[src/design/tbm_pkg.sv]
`default_nettype none

package tbm_pkg;

    // Field widths of the item and result beats.
    localparam int COORD_W     = 12;
    localparam int TOL_W       = 8;
    localparam int PCT_W       = 8;
    localparam int COUNT_OUT_W = 7;

    // Shared multiplier: a 24-bit operand by a 12-bit operand.
    localparam int AREA_W  = 2 * COORD_W;
    localparam int MUL_A_W = AREA_W;
    localparam int MUL_B_W = COORD_W;
    localparam int PROD_W  = 32;

    // Configuration port.
    localparam int CFG_INDEX_W = 3;
    localparam int CFG_DATA_W  = 12;

    localparam int MAX_OBJECTS_DEFAULT = 64;

    localparam logic [MUL_B_W-1:0] PCT_SCALE = MUL_B_W'(100);

    localparam logic [COORD_W-1:0] MIN_SIDE_RST  = COORD_W'(25);
    localparam logic [COORD_W-1:0] MAX_SIDE_RST  = COORD_W'(600);
    localparam logic [TOL_W-1:0]   POS_TOL_RST   = TOL_W'(20);
    localparam logic [PCT_W-1:0]   AREA_LOW_RST  = PCT_W'(80);
    localparam logic [PCT_W-1:0]   AREA_HIGH_RST = PCT_W'(120);

    typedef struct packed {
        logic [COORD_W-1:0] x;
        logic [COORD_W-1:0] y;
        logic [COORD_W-1:0] w;
        logic [COORD_W-1:0] h;
    } box_t;

    typedef enum logic [CFG_INDEX_W-1:0] {
        REG_MIN_SIDE  = 3'd0,
        REG_MAX_SIDE  = 3'd1,
        REG_POS_TOL   = 3'd2,
        REG_AREA_LOW  = 3'd3,
        REG_AREA_HIGH = 3'd4
    } cfg_reg_t;

    typedef enum logic [2:0] {
        MUL_QUERY_AREA,
        MUL_STORED_AREA,
        MUL_LOW,
        MUL_HIGH,
        MUL_SCALE
    } mul_op_t;

    typedef struct packed {
        logic [COORD_W-1:0] query_w;
        logic [COORD_W-1:0] query_h;
        logic [COORD_W-1:0] stored_w;
        logic [COORD_W-1:0] stored_h;
        logic [AREA_W-1:0]  area;
        logic [PCT_W-1:0]   low;
        logic [PCT_W-1:0]   high;
    } mul_opnd_t;

    typedef enum logic [3:0] {
        ST_IDLE,
        ST_LOAD,
        ST_QAREA,
        ST_QSCALE,
        ST_READ,
        ST_SAREA,
        ST_LOW,
        ST_HIGH,
        ST_MSCALE,
        ST_DONE
    } tbm_state_t;

endpackage

`default_nettype wire

[src/design/tracked_box_match_table.sv]
// Load beat: the accepted item passes through the LOAD and DONE states to the registered result.
// Query beat: QAREA and QSCALE, then READ, SAREA, LOW and HIGH for each stored box, plus
// MSCALE for each matching entry, then DONE; one shared multiplier sets the pace.
// One item is in flight at a time; item_stall is high from acceptance until the result
// is placed in the output register, so a new item is taken only once the last is through.
// Reset (rst_n low, asynchronous) empties the table and restores the defaults.
`default_nettype none

module tracked_box_match_table #(
    parameter  int MAX_OBJECTS = tbm_pkg::MAX_OBJECTS_DEFAULT,
    localparam int CNT_W       = $clog2(MAX_OBJECTS + 1),
    localparam int ADDR_W      = (MAX_OBJECTS > 1) ? $clog2(MAX_OBJECTS) : 1
) (
    input  wire logic                                clk,
    input  wire logic                                rst_n,

    // Item channel.
    input  wire logic                                item_valid,
    output logic                                     item_stall,
    input  wire logic                                func,
    input  wire logic                                list_start,
    input  wire logic [tbm_pkg::COORD_W-1:0]         rect_x,
    input  wire logic [tbm_pkg::COORD_W-1:0]         rect_y,
    input  wire logic [tbm_pkg::COORD_W-1:0]         rect_width,
    input  wire logic [tbm_pkg::COORD_W-1:0]         rect_height,

    // Result channel.
    output logic                                     result_valid,
    input  wire logic                                result_stall,
    output logic                                     accepted,
    output logic                                     matched,
    output logic [tbm_pkg::COORD_W-1:0]              out_x,
    output logic [tbm_pkg::COORD_W-1:0]              out_y,
    output logic [tbm_pkg::COORD_W-1:0]              out_width,
    output logic [tbm_pkg::COORD_W-1:0]              out_height,
    output logic [tbm_pkg::COUNT_OUT_W-1:0]          stored_count,

    // Configuration write channel.
    input  wire logic                                cfg_valid,
    output logic                                     cfg_ready,
    input  wire logic [tbm_pkg::CFG_INDEX_W-1:0]     cfg_index,
    input  wire logic [tbm_pkg::CFG_DATA_W-1:0]      cfg_data
);
    import tbm_pkg::*;

    localparam logic [CNT_W-1:0] MAX_CNT = CNT_W'(MAX_OBJECTS);

    // ------------------------------------------------------------------
    // Configuration registers. Writes are always taken; the user must issue
    // them only while the block is idle; the block does not enforce this.
    // ------------------------------------------------------------------
    logic [COORD_W-1:0] min_side_reg;
    logic [COORD_W-1:0] max_side_reg;
    logic [TOL_W-1:0]   pos_tol_reg;
    logic [PCT_W-1:0]   area_low_reg;
    logic [PCT_W-1:0]   area_high_reg;

    assign cfg_ready = 1'b1;

    always_ff @(posedge clk or negedge rst_n)
    begin
        if (!rst_n)
        begin
            min_side_reg  <= MIN_SIDE_RST;
            max_side_reg  <= MAX_SIDE_RST;
            pos_tol_reg   <= POS_TOL_RST;
            area_low_reg  <= AREA_LOW_RST;
            area_high_reg <= AREA_HIGH_RST;
        end
        else if (cfg_valid)
        begin
            unique case (cfg_reg_t'(cfg_index))
                REG_MIN_SIDE:  min_side_reg  <= cfg_data[COORD_W-1:0];
                REG_MAX_SIDE:  max_side_reg  <= cfg_data[COORD_W-1:0];
                REG_POS_TOL:   pos_tol_reg   <= cfg_data[TOL_W-1:0];
                REG_AREA_LOW:  area_low_reg  <= cfg_data[PCT_W-1:0];
                REG_AREA_HIGH: area_high_reg <= cfg_data[PCT_W-1:0];
                default:       ;
            endcase
        end
    end

    // ------------------------------------------------------------------
    // Sequencer and datapath registers.
    // ------------------------------------------------------------------
    tbm_state_t state_reg, state_next;

    logic               func_reg,      func_next;
    logic               start_reg,     start_next;
    box_t               cur_reg,       cur_next;       // current query box
    logic               hit_any_reg,   hit_any_next;   // any entry matched so far
    logic               acc_reg,       acc_next;       // load was stored
    logic [CNT_W-1:0]   count_reg,     count_next;     // boxes in the table
    logic [CNT_W-1:0]   idx_reg,       idx_next;       // entry under test
    logic [AREA_W-1:0]  area_reg,      area_next;      // query area, then stored area
    logic [PROD_W-1:0]  qa100_reg,     qa100_next;     // 100 times the current box area
    logic [PROD_W-1:0]  low_prod_reg,  low_prod_next;  // low percent times stored area

    // Result register.
    logic               out_valid_reg, out_valid_next;
    logic               accepted_reg;
    logic               matched_reg;
    box_t               out_box_reg;
    logic [COUNT_OUT_W-1:0] stored_count_reg;

    // Memory and multiplier hookup.
    logic               mem_wr_en;
    logic               mem_rd_en;
    box_t               rd_box;
    mul_op_t            mul_op;
    mul_opnd_t          mul_opnd;
    logic [PROD_W-1:0]  product;

    // ------------------------------------------------------------------
    // Load decision. With list_start the table is considered empty before
    // the new box; a box that passes the size filter into a full table is
    // refused.
    // ------------------------------------------------------------------
    logic [CNT_W-1:0] load_base;
    logic             size_ok;
    logic             store_ok;

    assign load_base = start_reg ? '0 : count_reg;
    assign size_ok   = (cur_reg.w > min_side_reg) && (cur_reg.h > min_side_reg) &&
                       (cur_reg.w < max_side_reg) && (cur_reg.h < max_side_reg);
    assign store_ok  = size_ok && (load_base < MAX_CNT);

    // ------------------------------------------------------------------
    // Match test for the entry under test. The area window is checked in
    // exact integers: low * stored <= 100 * query <= high * stored. The
    // high product comes straight off the multiplier in the HIGH step.
    // ------------------------------------------------------------------
    logic [COORD_W-1:0] dx;
    logic [COORD_W-1:0] dy;
    logic               tol_ok;
    logic               area_ok;
    logic               hit;
    logic [CNT_W-1:0]   idx_inc;
    logic               last_entry;

    assign dx      = (cur_reg.x >= rd_box.x) ? (cur_reg.x - rd_box.x) : (rd_box.x - cur_reg.x);
    assign dy      = (cur_reg.y >= rd_box.y) ? (cur_reg.y - rd_box.y) : (rd_box.y - cur_reg.y);
    assign tol_ok  = (dx <= {{(COORD_W-TOL_W){1'b0}}, pos_tol_reg}) &&
                     (dy <= {{(COORD_W-TOL_W){1'b0}}, pos_tol_reg});
    assign area_ok = (low_prod_reg <= qa100_reg) && (qa100_reg <= product);
    assign hit     = area_ok && tol_ok;

    assign idx_inc    = idx_reg + CNT_W'(1);
    assign last_entry = (idx_inc >= count_reg);

    // The result register frees up this cycle if it is empty or being taken.
    logic out_free;
    assign out_free = !out_valid_reg || !result_stall;

    // ------------------------------------------------------------------
    // Next state.
    // ------------------------------------------------------------------
    always_comb
    begin
        state_next = state_reg;
        unique case (state_reg)
            ST_IDLE:
            begin
                if (item_valid)
                begin
                    state_next = func ? ST_QAREA : ST_LOAD;
                end
            end
            ST_LOAD:   state_next = ST_DONE;
            ST_QAREA:  state_next = ST_QSCALE;
            ST_QSCALE: state_next = (count_reg != '0) ? ST_READ : ST_DONE;
            ST_READ:   state_next = ST_SAREA;
            ST_SAREA:  state_next = ST_LOW;
            ST_LOW:    state_next = ST_HIGH;
            ST_HIGH:
            begin
                if (hit)
                begin
                    state_next = ST_MSCALE;
                end
                else
                begin
                    state_next = last_entry ? ST_DONE : ST_READ;
                end
            end
            ST_MSCALE: state_next = last_entry ? ST_DONE : ST_READ;
            ST_DONE:   state_next = out_free ? ST_IDLE : ST_DONE;
            default:   state_next = ST_IDLE;
        endcase
    end

    // ------------------------------------------------------------------
    // Sequencer outputs: handshake, memory strobes and multiplier op.
    // ------------------------------------------------------------------
    always_comb
    begin
        item_stall = 1'b1;
        mem_wr_en  = 1'b0;
        mem_rd_en  = 1'b0;
        mul_op     = MUL_QUERY_AREA;
        unique case (state_reg)
            ST_IDLE:   item_stall = 1'b0;
            ST_LOAD:   mem_wr_en  = store_ok;
            ST_QAREA:  mul_op     = MUL_QUERY_AREA;
            ST_QSCALE: mul_op     = MUL_SCALE;
            ST_READ:   mem_rd_en  = 1'b1;
            ST_SAREA:  mul_op     = MUL_STORED_AREA;
            ST_LOW:    mul_op     = MUL_LOW;
            ST_HIGH:   mul_op     = MUL_HIGH;
            ST_MSCALE: mul_op     = MUL_SCALE;
            ST_DONE:   ;
            default:   ;
        endcase
    end

    // ------------------------------------------------------------------
    // Datapath next values.
    // ------------------------------------------------------------------
    always_comb
    begin
        func_next     = func_reg;
        start_next    = start_reg;
        cur_next      = cur_reg;
        hit_any_next  = hit_any_reg;
        acc_next      = acc_reg;
        count_next    = count_reg;
        idx_next      = idx_reg;
        area_next     = area_reg;
        qa100_next    = qa100_reg;
        low_prod_next = low_prod_reg;
        unique case (state_reg)
            ST_IDLE:
            begin
                if (item_valid)
                begin
                    func_next    = func;
                    start_next   = list_start;
                    cur_next     = '{x: rect_x, y: rect_y, w: rect_width, h: rect_height};
                    hit_any_next = 1'b0;
                    acc_next     = 1'b0;
                end
            end
            ST_LOAD:
            begin
                acc_next   = store_ok;
                count_next = store_ok ? (load_base + CNT_W'(1)) : load_base;
            end
            ST_QAREA:
            begin
                area_next = product[AREA_W-1:0];
            end
            ST_QSCALE:
            begin
                qa100_next = product;
                idx_next   = '0;
            end
            ST_SAREA:
            begin
                area_next = product[AREA_W-1:0];
            end
            ST_LOW:
            begin
                low_prod_next = product;
            end
            ST_HIGH:
            begin
                // On a match the stored box replaces the query box and the
                // walk continues against it; its area is rescaled next.
                if (hit)
                begin
                    cur_next     = rd_box;
                    hit_any_next = 1'b1;
                end
                else
                begin
                    idx_next = idx_inc;
                end
            end
            ST_MSCALE:
            begin
                qa100_next = product;
                idx_next   = idx_inc;
            end
            ST_READ, ST_DONE: ;
            default: ;
        endcase
    end

    always_ff @(posedge clk or negedge rst_n)
    begin
        if (!rst_n)
        begin
            state_reg   <= ST_IDLE;
            count_reg   <= '0;
            idx_reg     <= '0;
            func_reg    <= 1'b0;
            start_reg   <= 1'b0;
            hit_any_reg <= 1'b0;
            acc_reg     <= 1'b0;
        end
        else
        begin
            state_reg   <= state_next;
            count_reg   <= count_next;
            idx_reg     <= idx_next;
            func_reg    <= func_next;
            start_reg   <= start_next;
            hit_any_reg <= hit_any_next;
            acc_reg     <= acc_next;
        end
    end

    always_ff @(posedge clk)
    begin
        cur_reg      <= cur_next;
        area_reg     <= area_next;
        qa100_reg    <= qa100_next;
        low_prod_reg <= low_prod_next;
    end

    // ------------------------------------------------------------------
    // Result register. A load reports only accepted and the count; a query
    // reports the final box, the match flag and the count.
    // ------------------------------------------------------------------
    logic [CNT_W+COUNT_OUT_W-1:0] count_ext;
    assign count_ext = {{COUNT_OUT_W{1'b0}}, count_reg};

    always_comb
    begin
        out_valid_next = out_valid_reg;
        if ((state_reg == ST_DONE) && out_free)
        begin
            out_valid_next = 1'b1;
        end
        else if (!result_stall)
        begin
            out_valid_next = 1'b0;
        end
    end

    always_ff @(posedge clk or negedge rst_n)
    begin
        if (!rst_n)
        begin
            out_valid_reg <= 1'b0;
        end
        else
        begin
            out_valid_reg <= out_valid_next;
        end
    end

    always_ff @(posedge clk)
    begin
        if ((state_reg == ST_DONE) && out_free)
        begin
            accepted_reg     <= !func_reg && acc_reg;
            matched_reg      <= func_reg && hit_any_reg;
            out_box_reg      <= func_reg ? cur_reg : '0;
            stored_count_reg <= count_ext[COUNT_OUT_W-1:0];
        end
    end

    assign result_valid = out_valid_reg;
    assign accepted     = accepted_reg;
    assign matched      = matched_reg;
    assign out_x        = out_box_reg.x;
    assign out_y        = out_box_reg.y;
    assign out_width    = out_box_reg.w;
    assign out_height   = out_box_reg.h;
    assign stored_count = stored_count_reg;

    // ------------------------------------------------------------------
    // Box table and shared multiplier.
    // ------------------------------------------------------------------
    tbm_box_mem #(
        .DEPTH (MAX_OBJECTS)
    ) u_box_mem (
        .clk     (clk),
        .wr_en   (mem_wr_en),
        .wr_addr (load_base[ADDR_W-1:0]),
        .wr_data (cur_reg),
        .rd_en   (mem_rd_en),
        .rd_addr (idx_reg[ADDR_W-1:0]),
        .rd_data (rd_box)
    );

    assign mul_opnd = '{
        query_w:  cur_reg.w,
        query_h:  cur_reg.h,
        stored_w: rd_box.w,
        stored_h: rd_box.h,
        area:     area_reg,
        low:      area_low_reg,
        high:     area_high_reg
    };

    tbm_arith u_arith (
        .op      (mul_op),
        .opnd    (mul_opnd),
        .product (product)
    );

endmodule

`default_nettype wire

[src/design/tbm_box_mem.sv]
`default_nettype none

module tbm_box_mem #(
    parameter  int DEPTH  = tbm_pkg::MAX_OBJECTS_DEFAULT,
    localparam int ADDR_W = (DEPTH > 1) ? $clog2(DEPTH) : 1
) (
    input  wire logic              clk,
    input  wire logic              wr_en,
    input  wire logic [ADDR_W-1:0] wr_addr,
    input  wire tbm_pkg::box_t     wr_data,
    input  wire logic              rd_en,
    input  wire logic [ADDR_W-1:0] rd_addr,
    output tbm_pkg::box_t          rd_data
);
    import tbm_pkg::*;

    box_t mem [DEPTH];

    // One write port, one registered read port.
    always_ff @(posedge clk)
    begin
        if (wr_en)
        begin
            mem[wr_addr] <= wr_data;
        end
        if (rd_en)
        begin
            rd_data <= mem[rd_addr];
        end
    end

endmodule

`default_nettype wire

[src/design/tbm_arith.sv]
`default_nettype none

module tbm_arith (
    input  wire tbm_pkg::mul_op_t            op,
    input  wire tbm_pkg::mul_opnd_t          opnd,
    output logic [tbm_pkg::PROD_W-1:0]       product
);
    import tbm_pkg::*;

    logic [MUL_A_W-1:0]         mul_a;
    logic [MUL_B_W-1:0]         mul_b;
    logic [MUL_A_W+MUL_B_W-1:0] mul_full;

    // Operand selection for the single shared multiplier.
    always_comb
    begin
        mul_a = '0;
        mul_b = '0;
        unique case (op)
            MUL_QUERY_AREA:
            begin
                mul_a = {{(MUL_A_W-COORD_W){1'b0}}, opnd.query_w};
                mul_b = opnd.query_h;
            end
            MUL_STORED_AREA:
            begin
                mul_a = {{(MUL_A_W-COORD_W){1'b0}}, opnd.stored_w};
                mul_b = opnd.stored_h;
            end
            MUL_LOW:
            begin
                mul_a = opnd.area;
                mul_b = {{(MUL_B_W-PCT_W){1'b0}}, opnd.low};
            end
            MUL_HIGH:
            begin
                mul_a = opnd.area;
                mul_b = {{(MUL_B_W-PCT_W){1'b0}}, opnd.high};
            end
            MUL_SCALE:
            begin
                mul_a = opnd.area;
                mul_b = PCT_SCALE;
            end
            default:
            begin
                mul_a = '0;
                mul_b = '0;
            end
        endcase
    end

    assign mul_full = mul_a * mul_b;

    // Every product used here stays below 2^32 (area times at most 255).
    assign product = mul_full[PROD_W-1:0];

endmodule

`default_nettype wire

[config.mk]
export PLATFORM = sky130hd
export DESIGN_NAME = tracked_box_match_table
export DESIGN_NICKNAME = d
export VERILOG_FILES = /design/src/design/tbm_pkg.sv /design/src/design/tracked_box_match_table.sv /design/src/design/tbm_box_mem.sv /design/src/design/tbm_arith.sv
export SDC_FILE = /design/constraint.sdc
export NUM_CORES = 2
export LEC_CHECK = 0
export BUFFER_PORTS_ARGS = -buffer_cell sky130_fd_sc_hd__clkbuf_2
export CAP_MARGIN = 5
export CORE_MARGIN = 2
export CORE_UTILIZATION = 25
export CTS_BUF_LIST = sky130_fd_sc_hd__clkbuf_4
export DETAILED_ROUTE_END_ITERATION = 8
export PLACE_DENSITY = 0.44
export SLEW_MARGIN = 5
export SYNTH_ARGS = -nofsm -noshare
export SYNTH_HDL_FRONTEND = slang
export SYNTH_SLANG_ARGS = --single-unit
[constraint.sdc]
create_clock -name clk -period 21 [get_ports clk]
set_input_delay 3.15 -clock clk [delete_from_list [all_inputs] [get_ports clk]]
set_output_delay 3.15 -clock clk [all_outputs]
set_load 0.02 [all_outputs]
==> summary.txt <==
Outcome
  – Status: complete, no violations

Synth
  – Area contributors post-synth: edfxtp_1, mux4_2, fa_1
  – Synth Flop Type: edfxtp_1
  – Sequential area share after synthesis: 71.6%
  – Dominant cell type by area after synthesis: edfxtp_1
  – Synth cell types: 81
  – Synth top area share: 70.3%
  – Async SR Flop Fraction: 2.10%
  – Number of synthesized flops with an enable pin: 3,313
  – Cell area after synthesis: 142,000 µm²
  – Avg Synthesized Cell Area: 20.5 µm²
  – Synth top cells by count: edfxtp_1, mux4_2, inv_1
  – Count leader, synth: edfxtp_1
  – Ys Warns: 0
  – Post-Syn Instances: 6,890
  – Register bit count reported by yosys: 3,384

Route
  – Post-DR vias/cell: 4.66
  – DR WL met2: 232,000 µm
  – Met1 wire length: 199,000 µm
  – Max layer used: met5
  – WL met3: 29,200 µm
  – Remaining antenna violation count: 0
  – Drt wl/cell: 29.3 µm
  – DRC viols: 0
  – Vias: 75,176
  – DR iter-0 viols: 7,173
  – First-pass detailed-route iteration total: 6
  – Drt total wl: 473,000 µm

Timing
  – Final TNS setup: 0 ps
  – Slew margin rel.: 24.4%
  – Pins Over Slew Limit: 0
  – RSZ-0062 raised after global routing: no
  – Skew final: 221 ps
  – Final worst slack: 7820 ps
  – Fin crit period: 13,180 ps
  – Least-Margin Pin Slew: 1130 ps
  – Hold Violations, Final: 0
  – Max frequency: 75.9 MHz
  – # setup viols final: 0
  – Fin crit share: 62.8%

Critical path
  – Worst Path Class, Setup: flop to flop
  – Arr. time, crit path: 14,380 ps
  – CP required: 22,200 ps
  – CP max FO: 39
  – Slowest-stage cell, CP: o21ai_4
  – Critical Path Max Stage Delay: 810 ps
  – Critical path startpoint category: flop
  – Critical path's most frequent cell: fa_1
  – CP endpoint kind: flop

Finish
  – Ratio of cells with drive above 1 in the final layout: 34.8%
  – Nets@finish: 8,439
  – Max reg flops: 3,072
  – Area Overhead vs Synth: 16.3%
  – Filler cell count: 55,809
  – Final Instance Area: 165,000 µm²
  – Final Util: 29.1%

Clock network
  – Cts hold-fix bufs: 0
  – Maximum clock insertion buffer count: 4
  – CTS Root Cell: clkbuf_4
  – CTS H-tree lvls: 6
  – Post-CTS setup repair buffer count: 0
  – Worst-path clk slew: 60 ps
  – CTS tree: done
  – Clock sink count: 3,384
  – Latest clock arrival within the worst-skew pair: 1780 ps
  – Number of CTS-inserted buffers: 891
  – Gates resized, CTS repair: 0

GRT
  – Vias in the first global route: 79,094
  – Initial antenna violation count: 57
  – Tot GR Track Use: 16.2%
  – GRT overflow: 0
  – Largest net degree at the start of global routing: 104
  – First-pass GRT wire length: 647,000 µm

Placed design
  – DPL Wire Length: 275,000 µm
  – DP Area: 153,000 µm²
  – Placement Setup Slack: 7790 ps
  – Routability cong.: 0.808
  – Buffers on Ports: 128

Die
  – Die width: 756 µm
  – Core box area: 565,000 µm²
  – Initial Util: 25.1%
  – Die footprint: 572,000 µm²
  – Die Height: 756 µm
  – FP Rows: 276
  – I/O pin count: 130

Job
  – Max-cap violations: 0

Min path
  – Min-Delay Path Class: flop to flop
==> critical path, delay by kind of cell (launching register included) <==
kind | cells | cell delay [ps]
AND/OR/NAND/NOR | 10 | 2600
XOR/XNOR | 1 | 140
buffers and inverters | 6 | 1750
AO/OA/AOI/OAI | 15 | 4190
flip-flops | 1 | 750
adder cells (fa/ha/maj) | 7 | 3100
==> per-layer routing <==
metal,vias to the layer above,track usage [%]
met3,661,3.02
met2,2876,27.3
li1,30493,-
met4,12,4.43
met1,41134,21.3
met5,-,0
==> placed cells by master, fill, tap and decap left out, types with 102 or more instances in the layout <==
cell,instances
mux4_2,1008
nor2_1,108
a21oi_1,102
edfxtp_1,3313
clkbuf_2,127
clkinv_1,181
inv_1,432
ha_1,238
nand2_1,319
clkbuf_4,1307
o21ai_0,110
buf_4,279
fa_1,219
==> per-stage QoR <==
| stage | hold WS [ps] | cells |
|---|---|---|
| after global routing | 524 | 16111 |
| after floorplan | 423 | 6927 |
| after detailed placement | 492 | 14525 |
| after CTS | 456 | 16095 |
| after global placement | 485 | 14525 |
| final | 506 | 16127 |
==> path summary, 6_finish.rpt <==
kind	start	depth (start not counted)	end	slack [ps]
max in group asynchronous	rst_n	2	idx_reg[4]$_DFFE_PN0P_	18390
worst max-delay path	state_reg[1]$_DFFE_PN0P_	39	cur_reg[24]$_DFFE_PP_	7820
worst min-delay path	area_low_reg[3]$_DFFE_PN0P_	1	area_low_reg[3]$_DFFE_PN0P_	510
worst min register to register	area_low_reg[3]$_DFFE_PN0P_	1	area_low_reg[3]$_DFFE_PN0P_	510
worst max register to register	state_reg[1]$_DFFE_PN0P_	39	cur_reg[24]$_DFFE_PP_	7820
min in group asynchronous	rst_n	1	pos_tol_reg[3]$_DFFE_PN0P_	1250
==> cell type report <==
type / count / area, µm² / area share [%]
flip-flops and latches: 3384 / 101000 / 61.6
multi-input cells: 2792 / 38000 / 23.1
clock buffers: 1307 / 9810 / 5.96
well taps: 7506 / 9390 / 5.71
repair buffers: 410 / 2810 / 1.71
inverters: 433 / 1630 / 0.988
clock inverters: 263 / 1460 / 0.888
diodes: 32 / 80.1 / 0.0487
==> cell families after synthesis <==
kind of cell,count (synthesis),share of synthesized area (%)
xor+xnor,55,0.340
other cells,2,0.00531
fa+ha+maj,457,5.20
flops,3384,71.6
buf+inv,751,2.01
mux,1067,16.5
simple gates,756,2.51
compound gates,418,1.87
Power is left out: the tool's default activity adds up to more than one toggle a clock period on the data nets, which glitch-free logic cannot reach.
